`config.mk`:
```
export PLATFORM = sky130hd
export DESIGN_NAME = imu_spi_transaction_engine
export DESIGN_NICKNAME = d
export VERILOG_FILES = /design/src/sv/iste_pkg.sv /design/src/sv/iste_queue.sv /design/src/sv/iste_front.sv /design/src/sv/iste_back.sv /design/src/sv/imu_spi_transaction_engine.sv
export VERILOG_INCLUDE_DIRS = /design/src /design/src/sv
export SDC_FILE = /design/constraint.sdc
export NUM_CORES = 1
export LEC_CHECK = 0
export BUFFER_PORTS_ARGS = -buffer_cell sky130_fd_sc_hd__buf_2
export CORE_ASPECT_RATIO = 0.5
export CORE_MARGIN = 3
export CORE_UTILIZATION = 60
export DETAILED_ROUTE_END_ITERATION = 16
export PLACE_DENSITY_LB_ADDON = 0.25
export SLEW_MARGIN = 20
export SYNTH_ARGS = -nofsm -noshare
export SYNTH_HDL_FRONTEND = slang
export SYNTH_SLANG_ARGS = --single-unit
```
`constraint.sdc`:
```
create_clock -name clk -period 3.8 [get_ports clk]
set_input_delay 0.38 -clock clk [delete_from_list [all_inputs] [get_ports clk]]
set_output_delay 0.38 -clock clk [all_outputs]
set_load 0.05 [all_outputs]
```
`src/sv/imu_spi_transaction_engine_assert.svh`:
```
// assertion macros for the spi transaction engine
`ifndef IMU_SPI_TRANSACTION_ENGINE_ASSERT_SVH
`define IMU_SPI_TRANSACTION_ENGINE_ASSERT_SVH
// holds: a then b in the same cycle
`define ISTE_ASSERT_IMPL(lbl, a, b) \
  lbl: assert property (@(posedge clk) disable iff (rst) (a) |-> (b)) \
    else $error("assertion failed");
// holds that a is followed by b in the next cycle
`define ISTE_ASSERT_NEXT(lbl, a, b) \
  lbl: assert property (@(posedge clk) disable iff (rst) (a) |=> (b)) \
    else $error("assertion failed");
`endif

```
`src/sv/iste_pkg.sv`:
```
package iste_pkg;
  localparam int FrameBits = 16;
  localparam logic [3:0] MaxBurstWords = 4'd12;
  localparam logic [1:0] CMD_READ = 2'd0;
  localparam logic [1:0] CMD_WRITE = 2'd1;
  localparam logic [1:0] CMD_BURST = 2'd2;
  localparam logic [2:0] PH_IDLE = 3'd0;
  localparam logic [2:0] PH_LEAD = 3'd1;
  localparam logic [2:0] PH_GAP = 3'd2;
  localparam logic [2:0] PH_TRAIL = 3'd3;
  localparam logic [2:0] PH_LOW = 3'd4;
  localparam logic [2:0] PH_HIGH = 3'd5;
  localparam logic [1:0] REG_HALF = 2'd0;
  localparam logic [1:0] REG_BURST_HALF = 2'd1;
  localparam logic [1:0] REG_GAP = 2'd2;
  localparam logic [1:0] REG_SETUP = 2'd3;

  typedef struct packed {
    logic        start;
    logic [1:0]  command;
    logic [6:0]  reg_address;
    logic [15:0] write_value;
    logic [3:0]  count;
    logic        miso;
  } tick_t;

  typedef struct packed {
    logic        sclk;
    logic        mosi;
    logic        cs;
    logic        busy;
    logic        word_valid;
    logic [15:0] word_data;
    logic [3:0]  word_index;
    logic        last_word;
    logic        error;
  } res_t;

  function automatic logic [15:0] post_burst(input logic [15:0] raw, input logic [3:0] idx);
    logic [15:0] r;
    r = 16'd0;
    if (idx == 4'd0) r = raw & 16'h1fff;
    else if (idx == 4'd10) r = raw[11] ? (raw | 16'hF000) : (raw & 16'h07FF);
    else r = raw[13] ? (raw | 16'hE000) : (raw & 16'h1fff);
    return r;
  endfunction
endpackage

```
`src/sv/iste_queue.sv`:
```
module iste_queue (
  input  logic            clk,
  input  logic            rst,
  input  logic            wr,
  input  iste_pkg::tick_t wdata,
  output logic            full,
  output logic            nempty,
  input  logic            rd,
  output iste_pkg::tick_t rdata
);
  import iste_pkg::*;
  tick_t mem [2];
  logic wp, rp;
  logic [1:0] cnt;
  assign full = cnt == 2'd2;
  assign nempty = cnt != 2'd0;
  assign rdata = mem[rp];
  always_ff @(posedge clk) begin
    if (wr) mem[wp] <= wdata;
    if (rst) begin
      wp <= 1'b0;
      rp <= 1'b0;
      cnt <= 2'd0;
    end else begin
      if (wr) wp <= ~wp;
      if (rd) rp <= ~rp;
      cnt <= cnt + {1'b0, wr} - {1'b0, rd};
    end
  end
endmodule

```
`src/sv/iste_front.sv`:
```
module iste_front (
  input  logic            in_valid,
  output logic            in_stall,
  input  logic            start_req,
  input  logic [1:0]      command,
  input  logic [6:0]      reg_address,
  input  logic [15:0]     write_value,
  input  logic [3:0]      burst_count,
  input  logic            miso_in,
  output logic            q_wr,
  output iste_pkg::tick_t q_data,
  input  logic            q_full
);
  import iste_pkg::*;
  // classify: clamp burst count
  logic [3:0] cnt;
  assign cnt = (burst_count == 4'd0 || burst_count > MaxBurstWords) ? MaxBurstWords
                                                                    : burst_count;
  assign in_stall = q_full;
  assign q_wr = in_valid && !q_full;
  assign q_data = '{start: start_req, command: command, reg_address: reg_address,
                    write_value: write_value, count: cnt, miso: miso_in};
endmodule

```
`src/sv/iste_back.sv`:
```
module iste_back (
  input  logic            clk,
  input  logic            rst,
  input  logic            go,
  input  iste_pkg::tick_t t,
  input  logic [15:0]     reg_half,
  input  logic [15:0]     burst_half,
  input  logic [15:0]     gap,
  input  logic [15:0]     setup,
  output iste_pkg::res_t  r
);
  import iste_pkg::*;
  logic [2:0] phase, phase_next;
  logic [15:0] tick, tick_next, tx, tx_next, rx, rx_next;
  logic [4:0] bitc, bitc_next;
  logic [3:0] frame, frame_next;
  logic [1:0] cmd, cmd_next;
  logic [6:0] addr, addr_next;
  logic [15:0] val, val_next;
  logic [3:0] cnt, cnt_next;
  logic sclk, sclk_next, mosi, mosi_next, cs, cs_next;
  res_t res_next;
  logic [15:0] h, hh, hb, hr;
  logic bad;
  logic [4:0] b1;
  logic [3:0] idx;

  always_comb begin
    h = (cmd == CMD_BURST) ? burst_half : reg_half;
    hh = (h == 16'd0) ? 16'd0 : h - 16'd1;
    hb = (burst_half == 16'd0) ? 16'd0 : burst_half - 16'd1;
    hr = (reg_half == 16'd0) ? 16'd0 : reg_half - 16'd1;
    bad = t.command == CMD_WRITE && (t.reg_address > 7'h4A || t.reg_address[0]);
    b1 = bitc + 5'd1;
    idx = frame - 4'd1;
    phase_next = phase; tick_next = tick; tx_next = tx; rx_next = rx;
    bitc_next = bitc; frame_next = frame; cmd_next = cmd; addr_next = addr;
    val_next = val; cnt_next = cnt; sclk_next = sclk; mosi_next = mosi; cs_next = cs;
    res_next = '0;
    priority case (1'b1)
      phase == PH_IDLE: begin
        if (t.start && t.command != 2'd3) begin
          if (bad) res_next.error = 1'b1;
          else begin
            cmd_next = t.command; addr_next = t.reg_address;
            val_next = t.write_value; cnt_next = t.count;
            frame_next = 4'd0; rx_next = 16'd0; cs_next = 1'b0;
            phase_next = PH_LEAD;
            tick_next = (t.command == CMD_BURST) ? setup : gap;
            if (t.command == CMD_READ) tx_next = {1'b0, t.reg_address, 8'h00};
            else if (t.command == CMD_WRITE)
              tx_next = {1'b1, t.reg_address + 7'd1, t.write_value[15:8]};
            else tx_next = 16'h3E00;
          end
        end
      end
      tick != 16'd0: tick_next = tick - 16'd1;
      phase == PH_LOW: begin
        sclk_next = 1'b1; rx_next = {rx[14:0], t.miso};
        phase_next = PH_HIGH; tick_next = hh;
      end
      phase == PH_HIGH: begin
        bitc_next = b1;
        if (b1 < 5'(FrameBits)) begin
          tx_next = {tx[14:0], 1'b0};
          phase_next = PH_LOW; sclk_next = 1'b0; mosi_next = tx[14]; tick_next = hh;
        end else begin
          frame_next = frame + 4'd1;
          if (frame == 4'd0) begin
            tx_next = (cmd == CMD_WRITE) ? {1'b1, addr, val[7:0]} : 16'd0;
            phase_next = PH_GAP; tick_next = gap;
          end else if (cmd == CMD_READ) begin
            res_next.word_valid = 1'b1; res_next.word_data = rx;
            res_next.last_word = 1'b1; phase_next = PH_TRAIL; tick_next = gap;
          end else if (cmd == CMD_WRITE) begin
            phase_next = PH_TRAIL; tick_next = gap;
          end else begin
            res_next.word_valid = 1'b1; res_next.word_data = post_burst(rx, idx);
            res_next.word_index = idx; res_next.last_word = frame >= cnt;
            if (frame < cnt) begin
              tx_next = 16'd0; phase_next = PH_LOW; bitc_next = 5'd0;
              sclk_next = 1'b0; mosi_next = 1'b0; tick_next = hb;
            end else begin
              phase_next = PH_TRAIL; tick_next = setup;
            end
          end
        end
      end
      phase == PH_TRAIL: begin
        cs_next = 1'b1; mosi_next = 1'b0; phase_next = PH_IDLE;
      end
      default: begin
        phase_next = PH_LOW; bitc_next = 5'd0; sclk_next = 1'b0;
        mosi_next = tx[15]; tick_next = (cmd == CMD_BURST) ? hb : hr;
      end
    endcase
    res_next.sclk = sclk_next; res_next.mosi = mosi_next; res_next.cs = cs_next;
    res_next.busy = phase_next != PH_IDLE;
  end

  always_ff @(posedge clk) begin
    if (rst) begin
      phase <= PH_IDLE; tick <= '0; bitc <= '0; frame <= '0; tx <= '0; rx <= '0;
      cmd <= '0; addr <= '0; val <= '0; cnt <= '0;
      sclk <= 1'b1; cs <= 1'b1; mosi <= 1'b0;
      r <= '0;
    end else if (go) begin
      phase <= phase_next; tick <= tick_next; bitc <= bitc_next; frame <= frame_next;
      tx <= tx_next; rx <= rx_next; cmd <= cmd_next; addr <= addr_next;
      val <= val_next; cnt <= cnt_next;
      sclk <= sclk_next; cs <= cs_next; mosi <= mosi_next;
      r <= res_next;
    end
  end
endmodule

```
`src/sv/imu_spi_transaction_engine.sv`:
```
// channel | direction | handshake
// in      | input     | in_valid / in_stall
// out     | output    | out_valid / out_stall
// one tick per cycle while in_stall is low; each accepted tick gives one result at the output
// an accepted tick passes through the queue, then the back end steps into an output register
// the back end steps only when the output register is free or being taken
// rst is synchronous; the output register clears, so pins read sclk low, cs low, mosi low
`include "imu_spi_transaction_engine_assert.svh"
module imu_spi_transaction_engine (
  input  logic        clk,
  input  logic        rst,
  input  logic        cfg_we,
  input  logic [1:0]  cfg_index,
  input  logic [15:0] cfg_data,
  input  logic        in_valid,
  output logic        in_stall,
  input  logic        start_req,
  input  logic [1:0]  command,
  input  logic [6:0]  reg_address,
  input  logic [15:0] write_value,
  input  logic [3:0]  burst_count,
  input  logic        miso_in,
  output logic        out_valid,
  input  logic        out_stall,
  output logic        sclk_out,
  output logic        mosi_out,
  output logic        cs_out,
  output logic        busy_res,
  output logic        word_valid,
  output logic [15:0] word_data,
  output logic [3:0]  word_index,
  output logic        last_word,
  output logic        error
);
  import iste_pkg::*;
  logic [15:0] reg_half, burst_half, gap, setup;
  logic q_wr, q_full, q_ne, go;
  tick_t q_in, q_out;
  res_t r;

  always_ff @(posedge clk) begin
    if (rst) begin
      reg_half <= 16'd100; burst_half <= 16'd12; gap <= 16'd250; setup <= 16'd100;
    end else if (cfg_we) begin
      unique case (cfg_index)
        REG_HALF: reg_half <= cfg_data;
        REG_BURST_HALF: burst_half <= cfg_data;
        REG_GAP: gap <= cfg_data;
        REG_SETUP: setup <= cfg_data;
        default: ;
      endcase
    end
  end

  iste_front u_front (.in_valid, .in_stall, .start_req, .command, .reg_address,
    .write_value, .burst_count, .miso_in, .q_wr, .q_data(q_in), .q_full);

  assign go = q_ne && (!out_valid || !out_stall);
  iste_queue u_queue (.clk, .rst, .wr(q_wr), .wdata(q_in), .full(q_full), .nempty(q_ne),
    .rd(go), .rdata(q_out));

  iste_back u_back (.clk, .rst, .go, .t(q_out), .reg_half, .burst_half, .gap, .setup, .r);

  always_ff @(posedge clk) begin
    if (rst) out_valid <= 1'b0;
    else if (go) out_valid <= 1'b1;
    else if (!out_stall) out_valid <= 1'b0;
  end

  assign sclk_out = r.sclk;
  assign mosi_out = r.mosi;
  assign cs_out = r.cs;
  assign busy_res = r.busy;
  assign word_valid = r.word_valid;
  assign word_data = r.word_data;
  assign word_index = r.word_index;
  assign last_word = r.last_word;
  assign error = r.error;

  `ISTE_ASSERT_IMPL(a_err_idle, out_valid && error, !busy_res && cs_out)
  `ISTE_ASSERT_IMPL(a_word_busy, out_valid && word_valid, busy_res && !cs_out)
  `ISTE_ASSERT_NEXT(a_go_out, go, out_valid)
endmodule
```
==> run metrics, run 1 <==
number of diodes 0; Fin Hold WS 0.0257 ns; pwr/cell area 725 nW/um^2; core area 19,900 sq um; WP buf/inv 0; Antenna Nets Post-Route 0; routed vias 11,000; post-CTS sizing 0; leakage 0.00506 uW; Area Growth Syn to Fin 12.0%; Slowest-stage cell, CP a21oi_1; fin crit share 0.831; compound-cell area share of the yosys netlist 0.187; Tot Pwr 10,100 uW; top-count cell post-synth nand2_1; post-DP HPWL 23,900 um; first-pass GRT wire length 55,300 um; simple-gate share of the synthesized area 0.207; critical path depth 8; Worst Path Arrival 3.60 ns; DR DRC count 0; top cell family by delay on the critical path simple AND/OR/NAND/NOR gates; CTS Buffer Depth 3; Core Rows 36; H-tree depth 1; Ports 83; max-cap violations 0; HP Class in -> reg; Worst slew margin 0.400; Final nets 1,518; setup TNS 0 ns; Worst R2R Path Depth 8; CTS Buf Count 22; critical path, cell by cell mux2i_1, and2_0, nand2_1, a21oi_1, or3_1, nor4_1, a31oi_1, nand2_1; layout cells sized above 1 0.159; Global Route Usage Sum 0.304; Synth Area in Adders 0.0182; Layout Skew 0.0169 ns; Starting Density 0.624; peak supply drop 0.000483 V; pre-CTS setup slack 0.708 ns; Cells after Synth 1,398; Routed WL per cell 19.8 um; CTS tree yes; largest family of logic cells by synthesized area simple AND/OR/NAND/NOR gates; min Tclk post-route 3.16 ns; Critical Setup Path Class reg -> reg; Unique masters post-synth 85; synthesized area 12,400 sq um; share of the synthesized area in the top cell type 0.291; reg-to-reg endpoint u_back.tick[9]; Reg clk slew, reported paths 0.06 ns; Req. time, crit path 4.24 ns; xor/xnor share of the synthesized area 0.0445; Max FO, Critical Path 18; synth warn 0; sequential area share after synthesis 0.441; Pre-antenna DRT Iters 5; final number of setup-violating endpoints 0; Slowest Stage Delay on Critical Path 0.65 ns; Hold Vio Cnt, Final 0; mux contribution to synthesized area 0.0557; Congestion Overflow GR 0; post-route setup slack 0.641 ns; fmax 317 MHz; GP Congestion 0.991; clock latency on the worst-skew pair 0.55 ns; Placed Area 13,000 sq um; Port Buffers 82; CTS Sinks 242; initial antenna violation count 0; vias per cell 6.35; largest cells by area after synthesis dfxtp_1, edfxtp_1, nand2_1; CTS Root Cell clkbuf_16; Setup crit end kind flop; Max Slew Vio Count 0; RSZ-0062 raised after global routing false; Post-synth top cells nand2_1, dfxtp_1, a21oi_1, nor2_1, clkbuf_1; Fill cells 1,566; DIE AREA 22,500 sq um; share of flip-flops with an asynchronous set or reset 0; Yosys top cell by area dfxtp_1; Avg Inst Size Synth 8.86 sq um; status completed; end of the critical path u_back.tick[9]; Tightest Pin Transition 0.899 ns; largest net degree at the start of global routing 94; Worst setup SP type flop; initial drt markers 1,047; EDFF count, synth 62; die height 108 um; Post-Route WL 34,300 um; Main synth FF type dfxtp_1; vias in the first global route 10,200; Layout Cell Area excl Fill 13,900 sq um; cell mode on critical path nand2_1; Yosys reg bits 242; die width 209 um; Worst R2R Setup Slack 0.64 ns; Syn Nets 1,470
## cells in the final DEF, fill, tap and decap left out, types with 19 or more instances in the layout
cell	Yosys	layout
nand2_1	204	204
dfxtp_1	180	179
a21oi_1	127	127
nor2_1	118	117
buf_2	10	81
edfxtp_1	62	62
mux2i_1	60	60
nor3_1	52	51
o21ai_0	42	42
buf_4	4	42
nand3_1	36	36
xnor2_1	35	35
a211oi_1	35	35
inv_1	29	29
xor2_1	28	28
clkbuf_16	0	23
nand3b_1	19	19
## worst register-to-register path: cells and delay by family (launching register included)
kind               cells  cell delay [ns]
DFF                    1             0.59
and+or+nand+nor        5             1.15
AOI/OAI and AO/OA      2             0.83
muxes                  1             0.50
## kinds of logic after synthesis
| kind of cell | after synthesis |
|---|---|
| and+or+nand+nor | 528 |
| buffers and inverters | 131 |
| DFF | 242 |
| adders and majority gates | 18 |
| xor gates and xnor gates | 63 |
| AOI/OAI and AO/OA | 348 |
| muxes | 68 |
## flip-flops by register name, summed over array words and instances, names as in the netlist, 4 cells and up, named ones only
name and flops:
u_back.r 26, reg_half 16, u_back.bitc 5, u_back.rx 16, u_back.tick 16, u_back.addr 7, u_back.frame 4, u_queue.mem 62
u_back.tx 16, gap 16, u_back.cnt 4, u_back.val 8, burst_half 16, setup 16
## timing repair
action                    CTS  global route
setup buffers               0             0
hold endpoints to repair    0             2
hold buffers                0             1
## power breakdown
group	switching, uW	total [uW]	internal, uW
sequential	354	3420	3070
clock	1020	2550	1530
combinational	2600	4100	1500
total	3970	10100	6100
## how the worst min path moves through the flow
stage / start / endpoint / slack, ns / cells past startpoint
floorplan: u_back.rx[15] / u_back.rx[15] / 0.43 / 2
global placement: u_back.rx[15] / u_back.rx[15] / 0.44 / 2
detailed placement: u_back.r[21] / u_back.r[21] / 0.44 / 2
CTS: reg_address[4] / u_queue.mem[1][25] / 0.006 / 1
global route: write_value[10] / u_queue.mem[1][15] / 0.005 / 1
finish: reg_address[0] / u_queue.mem[0][21] / 0.03 / 1
## per-stage QoR
stage | utilization | instances
after global routing | 0.699 | 1728
after CTS | 0.698 | 1727
after floorplan | - | 1398
after detailed placement | 0.656 | 1687
final | 0.699 | 1728
after global placement | 0.656 | 1687
## layout make-up
class / instances / area (sq um) / area share
multi-input cells: 1025 / 6370 / 0.459
flip-flops and latches: 242 / 5470 / 0.394
repair buffers: 125 / 751 / 0.0541
clock buffers: 30 / 636 / 0.0458
well taps: 266 / 333 / 0.0240
clock inverters: 10 / 203 / 0.0146
inverters: 30 / 113 / 0.00812
## metal layers
layer  wire length, um  share of wire  track usage
met4               544          0.016       0.0587
met5                 0              0            0
met3              3210          0.094       0.0643
met1             15400           0.45        0.441
met2             15100           0.44        0.474
Note: power is estimated with default switching activity, not from simulation.
==> run 2: changes to the inputs <==
--- a/config.mk
+++ b/config.mk
@@ -6,10 +6,11 @@
 export SDC_FILE = /design/constraint.sdc
 export NUM_CORES = 1
 export LEC_CHECK = 0
+export ABC_AREA = 1
 export BUFFER_PORTS_ARGS = -buffer_cell sky130_fd_sc_hd__buf_2
 export CORE_ASPECT_RATIO = 0.5
 export CORE_MARGIN = 3
-export CORE_UTILIZATION = 60
+export CORE_UTILIZATION = 55
 export DETAILED_ROUTE_END_ITERATION = 16
 export PLACE_DENSITY_LB_ADDON = 0.25
 export SLEW_MARGIN = 20
==> constraint.sdc (replaced) <==
create_clock -name clk -period 2.75 [get_ports clk]
set_input_delay 0.275 -clock clk [delete_from_list [all_inputs] [get_ports clk]]
set_output_delay 0.275 -clock clk [all_outputs]
set_load 0.05 [all_outputs]
==> run metrics, run 2 <==
EDFF count, synth 62 (unchanged); max-cap violations 0 (unchanged); Req. time, crit path 3.20 ns (-1.04 ns); pre-CTS setup slack 0.269 ns (-0.439 ns); Post-synth top cells nand2_1, a21oi_1, inv_1, dfxtp_1, o21ai_0; Yosys reg bits 242 (unchanged); peak supply drop 0.000613 V (+27%); die width 223 um (+6.7%); layout cells sized above 1 0.104 (-0.0544); Ports 83 (unchanged); Syn Nets 1,924 (+31%); share of the synthesized area in the top cell type 0.277 (-0.0133); DIE AREA 25,600 sq um (+14%); pwr/cell area 1030 nW/um^2 (+43%); Global Route Usage Sum 0.289 (-0.0150); Worst slew margin 0.454 (+0.0540); Port Buffers 82 (unchanged); share of flip-flops with an asynchronous set or reset 0 (unchanged); final number of setup-violating endpoints 0 (unchanged); GP Congestion 1.01 (+1.9%); initial antenna violation count 1 (+1); CTS tree yes; number of diodes 0 (unchanged); synth warn 0 (unchanged); post-DP HPWL 26,400 um (+11%); CTS Buf Count 23 (+4.5%); Area Growth Syn to Fin 14.6%; GR Util met1 0.411 (-0.0300); Congestion Overflow GR 0 (unchanged); GRT Max-Usage Layer met2; Post-Route WL 37,600 um (+9.7%); simple-gate share of the synthesized area 0.272 (+0.0656); HP Class in -> reg; Core Rows 39 (+8.3%); Unique masters post-synth 47 (-45%); Largest Register u_queue.mem; Setup crit end kind flop; top-count cell post-synth nand2_1; largest family of logic cells by synthesized area simple AND/OR/NAND/NOR gates; H-tree depth 1 (unchanged); status completed; Yosys top cell by area dfxtp_1; Tightest Pin Transition 0.818 ns (-0.0815 ns); net load switching power 6830 uW (+72%); Routed WL per cell 16.5 um (-17%); Final nets 2,020 (+33%); Worst R2R Setup Slack 0.21 ns (-0.43 ns); min Tclk post-route 2.54 ns (-0.619 ns); Top Registers u_queue.mem (62), u_back.r (26); Max FO, Critical Path 44 (+26); CTS Root Cell clkbuf_16; sequential area share after synthesis 0.421 (-0.0202); Main synth FF type dfxtp_1; vias in the first global route 11,500 (+13%); DR DRC count 0 (unchanged); routed vias 12,800 (+16%); largest cells by area after synthesis dfxtp_1, edfxtp_1, nand2_1; Worst Path Arrival 2.99 ns (-0.61 ns); RSZ-0062 raised after global routing false; Max Slew Vio Count 0 (unchanged); mux contribution to synthesized area 0.000771 (-0.0550); Clk pwr share 0.228 (-0.025); CTS Sinks 242 (unchanged); CTS Buffer Depth 3 (unchanged); P_int 8570 uW (+41%); xor/xnor share of the synthesized area 0.0236 (-0.0209); post-route setup slack 0.209 ns (-0.431 ns); core area 23,000 sq um (+16%); initial drt markers 1,535 (+47%); commonest non-fill, non-tap cell in the layout nand2_1; met3 GRT Util 0.0474 (-0.0170); Worst setup SP type flop; leakage 0.00652 uW (+29%); Layout Skew 0.0178 ns (+0.000972 ns); synthesized area 13,000 sq um (+4.8%); Flop pwr share 0.308 (-0.032); die height 115 um (+6.5%); vias per cell 5.62 (-11%); Synth Area in Adders 0.0173 (-0.000832); Tot Pwr 15,400 uW (+53%); fmax 394 MHz (+24%); Hold Vio Cnt, Final 0 (unchanged); first-pass GRT wire length 60,200 um (+8.8%); Starting Density 0.565 (-0.0588); Largest register FFs 62 (unchanged); Fill cells 2,044 (+31%); largest net degree at the start of global routing 60 (-36%); Critical Setup Path Class reg -> reg; Avg Inst Size Synth 7.01 sq um (-21%); most frequent cells in the layout nand2_1, a21oi_1, inv_1, dfxtp_1, o21ai_0; fin crit share 0.924 (+0.0925); Net Sw Frac 0.443 (+0.0489); compound-cell area share of the yosys netlist 0.178 (-0.00924); Pre-antenna DRT Iters 6 (+1); Cells after Synth 1,852 (+32%); Antenna Nets Post-Route 0 (unchanged); Reg clk slew, reported paths 0.07 ns (about the same); clock latency on the worst-skew pair 0.55 ns (about the same); M2 GR Usage 0.449 (-0.0251); setup TNS 0 ns (unchanged); Comb pwr share 0.464 (+0.057)
[run 2: cell count changes in the layout (fill, tap and decap cells not counted), moves of 16 or more]
cell | before | now
nand2_1 | 204 | 494
inv_1 | 29 | 189
o21ai_0 | 42 | 173
a21oi_1 | 127 | 202
nand3_1 | 36 | 109
mux2i_1 | 60 | 1
nor2_1 | 117 | 152
a211oi_1 | 35 | 2
xnor2_1 | 35 | 4
dlygate4sd3_1 | 1 | 27
nor3_1 | 51 | 27
a22oi_1 | 16 | 0
[run 2: through the flow]
step / hold slack (ns) / instances / cell area, sq um / utilization
floorplan: 0.374 / 1852 / 13000 / -
global placement: 0.436 / 2203 / 13800 / 0.599
detailed placement: 0.438 / 2203 / 13800 / 0.599
CTS: 0.00798 / 2272 / 14900 / 0.646
global route: 0.0218 / 2272 / 14900 / 0.648
finish: 0.0247 / 2272 / 14900 / 0.648
[run 2: critical path, stage by stage, from the launching register on]
cell and delay, ns:
dfxtp_1 0.36, inv_1 0.09, nand2_2 0.22, buf_12 0.24
buf_4 0.23, nand2_1 0.07, o21ai_1 0.15, nand2_1 0.11
nor2_2 0.20, nand4_1 0.15, nand2_2 0.18, inv_2 0.12
nand2_1 0.07, nand3_1 0.10, nand2_1 0.08, a21oi_1 0.05
[run 2: cells by family (layout without fill, tap and decap cells)]
logic type	count (synthesis)	count (layout)
buffers and inverters	282	395
and+or+nand+nor	840	840
xor gates and xnor gates	35	35
AOI/OAI and AO/OA	434	434
adders and majority gates	18	18
muxes	1	1
DFF	242	242
[run 2: cell type report]
cell class                      instances  area (sq um)  share of cell area
Clock buffer                           30           612              0.0411
Clock inverter                         12           196              0.0132
Inverter                              204           768              0.0516
Multi-Input combinational cell       1328          6420               0.431
Sequential cell                       242          5470               0.367
Tap cell                              307           384              0.0258
Timing Repair Buffer                  149          1030              0.0695
[run 2: what timing repair did]
action                                  4_1_cts  5_1_grt
hold buffers                                 27        0
buffers inserted                              0        0
hold endpoints to repair                     54        0
endpoints found under the setup margin        0        8
gates resized for setup                       0        8
[run 2: worst paths after layout]
| path | from | end | depth (start not counted) |
|---|---|---|---|
| max reg2reg | u_back.cmd[0] | u_back.tick[4] | 15 |
| min reg2reg | u_queue.rp | flop | 1 |
| min | cfg_data[5] | setup[5] | 3 |
| max | u_back.cmd[0] | u_back.tick[4] | 15 |
[run 2: power by group through the flow]
stage	sequential [uW]	combinational [uW]	clock (uW)
after floorplan	4830	4980	0
after detailed placement	4800	6850	0
after global routing	4800	7960	3710
final	4740	7140	3520
after CTS	4730	6950	3540
after global placement	4790	6800	0
[run 2: per-layer routing]
| layer | wire length (um) | share of wire | vias up |
|---|---|---|---|
| met3 | 3220 | 0.086 | 97 |
| met5 | 0 | 0 | - |
| met1 | 16700 | 0.44 | 5846 |
| li1 | - | - | 6263 |
| met4 | 1310 | 0.035 | 0 |
| met2 | 16400 | 0.44 | 558 |
==> run 3: changes to the inputs <==
--- a/config.mk
+++ b/config.mk
@@ -12,8 +12,9 @@
 export CORE_MARGIN = 3
 export CORE_UTILIZATION = 55
 export DETAILED_ROUTE_END_ITERATION = 16
-export PLACE_DENSITY_LB_ADDON = 0.25
+export PLACE_DENSITY = 0.85
 export SLEW_MARGIN = 20
 export SYNTH_ARGS = -nofsm -noshare
 export SYNTH_HDL_FRONTEND = slang
 export SYNTH_SLANG_ARGS = --single-unit
+export TNS_END_PERCENT = 100
==> constraint.sdc (replaced) <==
create_clock -name clk -period 2.75 [get_ports clk]
set_input_delay 0.275 -clock clk [delete_from_list [all_inputs] [get_ports clk]]
set_output_delay 0.275 -clock clk [all_outputs]
set_load 0.1 [all_outputs]
==> run metrics, run 3 (synthesized netlist as in run 2, its figures left out) <==
Global Route Usage Sum 0.286 (-0.00269); Starting Density 0.565 (unchanged); vias in the first global route 12,000 (+4.2%); fin crit share 0.924 (about the same); Post-Route WL 37,100 um (-1.2%); die height 115 um (unchanged); clock latency on the worst-skew pair 0.54 ns (about the same); Port Buffers 82 (unchanged); pwr/cell area 1020 nW/um^2 (-1.3%); RR Startpoint burst_half[0]; Reg clk slew, reported paths 0.07 ns (about the same); top cell family by delay on the critical path simple AND/OR/NAND/NOR gates; Worst R2R Setup Slack 0.21 ns (about the same); initial drt markers 1,388 (-9.6%); max-cap violations 0 (unchanged); initial antenna violation count 0 (-1); Largest Register u_queue.mem; WP buf/inv 2 (-2); Core Rows 39 (unchanged); Largest register FFs 62 (unchanged); net load switching power 6880 uW (+0.75%); Setup crit end kind flop; Congestion Overflow GR 0 (unchanged); fmax 394 MHz (about the same); Fill cells 1,976 (-3.3%); Routed WL per cell 16.3 um (-1.2%); Worst setup SP type flop; vias per cell 5.71 (+1.6%); DR DRC count 0 (unchanged); CTS Buf Count 22 (-4.3%); CTS Buffer Depth 3 (unchanged); peak supply drop 0.000799 V (+30%); Comb pwr share 0.476 (+0.012); RSZ-0062 raised after global routing false; post-DP HPWL 25,900 um (-1.9%); Slowest Stage Delay on Critical Path 0.32 ns (-0.04 ns); min Tclk post-route 2.54 ns (-0.000173 ns); reg-to-reg endpoint u_back.tick[8]; Final nets 2,022 (+0.099%); Top Registers u_queue.mem (62), u_back.r (26); CTS tree yes; Tightest Pin Transition 0.895 ns (+0.0776 ns); end of the critical path u_back.tick[8]; Worst Path Arrival 2.97 ns (-0.02 ns); Antenna Nets Post-Route 0 (unchanged); final number of setup-violating endpoints 0 (unchanged); critical path depth 14 (-1); Hold Vio Cnt, Final 0 (unchanged); Critical Setup Path Class reg -> reg; Req. time, crit path 3.18 ns (-0.02 ns); core area 23,000 sq um (unchanged); routed vias 13,000 (+1.6%); Flop pwr share 0.314 (+0.006); CTS Root Cell clkbuf_16; status completed; Max Slew Vio Count 0 (unchanged); most frequent cells in the layout nand2_1, a21oi_1, inv_1, dfxtp_1, o21ai_0; Slowest-stage cell, CP dfxtp_1; Layout Skew 0.0136 ns (-0.00419 ns); die width 223 um (unchanged); number of diodes 0 (unchanged); fin util 0.645 (-0.00310); DIE AREA 25,600 sq um (unchanged); H-tree depth 1 (unchanged); Area Growth Syn to Fin 14.1%; leakage 0.00651 uW (-0.11%); HP Class in -> reg; Max FO, Critical Path 18 (-59%); cell mode on critical path nand2_1; Clk pwr share 0.210 (-0.018); GP Congestion 1.03 (+1.9%); Worst R2R Path Depth 14 (-1); critical path, cell by cell inv_1, ha_1, nand3_1, nor2_1, nand3b_1, buf_12, nand3_1, nor2_1, o21ai_0, nand2_1, nand2_1, nand2_1, nand2_1, a21oi_1; crit path from burst_half[0]; largest net degree at the start of global routing 60 (unchanged); Worst slew margin 0.403 (-0.0518); layout cells sized above 1 0.106 (+0.00204); Pre-antenna DRT Iters 6 (unchanged); commonest non-fill, non-tap cell in the layout nand2_1; Ports 83 (unchanged); P_int 8250 uW (-3.7%); CTS Sinks 242 (unchanged); Net Sw Frac 0.455 (+0.0112); first-pass GRT wire length 60,100 um (-0.17%); setup TNS 0 ns (unchanged)
## run 3: cell types whose count changed in the layout (fill, tap and decap cells not counted), moves of 2 or more
cell,delta
clkinv_1,-3
bufinv_16,-4
buf_4,+2
inv_4,+2
clkinv_2,+2
clkbuf_1,-3
## run 3: timing repair
item                                    4_1_cts  5_1_grt
setup buffers                                 0        3
gates resized for setup                       0        2
endpoints found under the hold margin        55        0
hold buffers                                 28        0
endpoints found under the setup margin        0       19
## run 3: worst register-to-register path, delay by kind of cell, from the launching register on
kind / cells / cell delay (ns)
compound gates: 2 / 0.29
flops: 1 / 0.32
buf+inv: 2 / 0.39
fa+ha+maj: 1 / 0.21
simple gates: 9 / 1.23
## run 3: power groups by stage
stage	clock [uW]	sequential, uW	combinational (uW)
after CTS	3210	4740	7010
after detailed placement	0	4810	6910
after global placement	0	4790	6810
after global routing	3370	4820	8030
after floorplan	0	4960	5000
final	3170	4760	7200
## run 3: cell type report
cell class | instances | area [sq um] | area share
Clock buffer | 28 | 626 | 0.0422
Clock inverter | 11 | 113 | 0.00760
Timing Repair Buffer | 152 | 1060 | 0.0715
Inverter | 204 | 766 | 0.0517
Sequential cell | 242 | 5470 | 0.369
Multi-Input combinational cell | 1328 | 6400 | 0.432
Tap cell | 307 | 384 | 0.0259
## run 3: metrics by stage
step / worst slack [ns] / hold slack [ns] / area [sq um] / cells / total power (uW)
global placement: 0.251 / 0.435 / 13800 / 2202 / 11600
global route: 0.000115 / 0.0310 / 14800 / 2272 / 16200
detailed placement: 0.201 / 0.440 / 13800 / 2202 / 11700
finish: 0.209 / 0.0324 / 14800 / 2272 / 15100
floorplan: 0.149 / 0.374 / 13000 / 1852 / 9960
CTS: 0.168 / 0.00862 / 14800 / 2269 / 15000
## run 3: worst min path at each step
stage / to / cells after the start / slack [ns] / start
6_report: gap[1] / 3 / 0.03 / cfg_data[1]
5_1_grt: gap[4] / 3 / 0.03 / cfg_data[4]
4_1_cts: setup[5] / 3 / 0.009 / cfg_data[5]
3_5_place_dp: u_back.tx[5] / 2 / 0.44 / u_back.tx[5]
3_3_place_gp: u_back.tx[5] / 2 / 0.43 / u_back.tx[5]
2_1_floorplan: u_queue.mem[0][0] / 0 / 0.37 / miso_in
## run 3: routing by layer
| metal | GRT usage | share of wire | wire, um | up-vias |
|---|---|---|---|---|
| met4 | 0.0990 | 0.036 | 1340 | 0 |
| met1 | 0.388 | 0.44 | 16200 | 5999 |
| li1 | - | - | - | 6276 |
| met3 | 0.0528 | 0.082 | 3050 | 100 |
| met2 | 0.465 | 0.45 | 16600 | 595 |
| met5 | 0 | 0 | 0 | - |
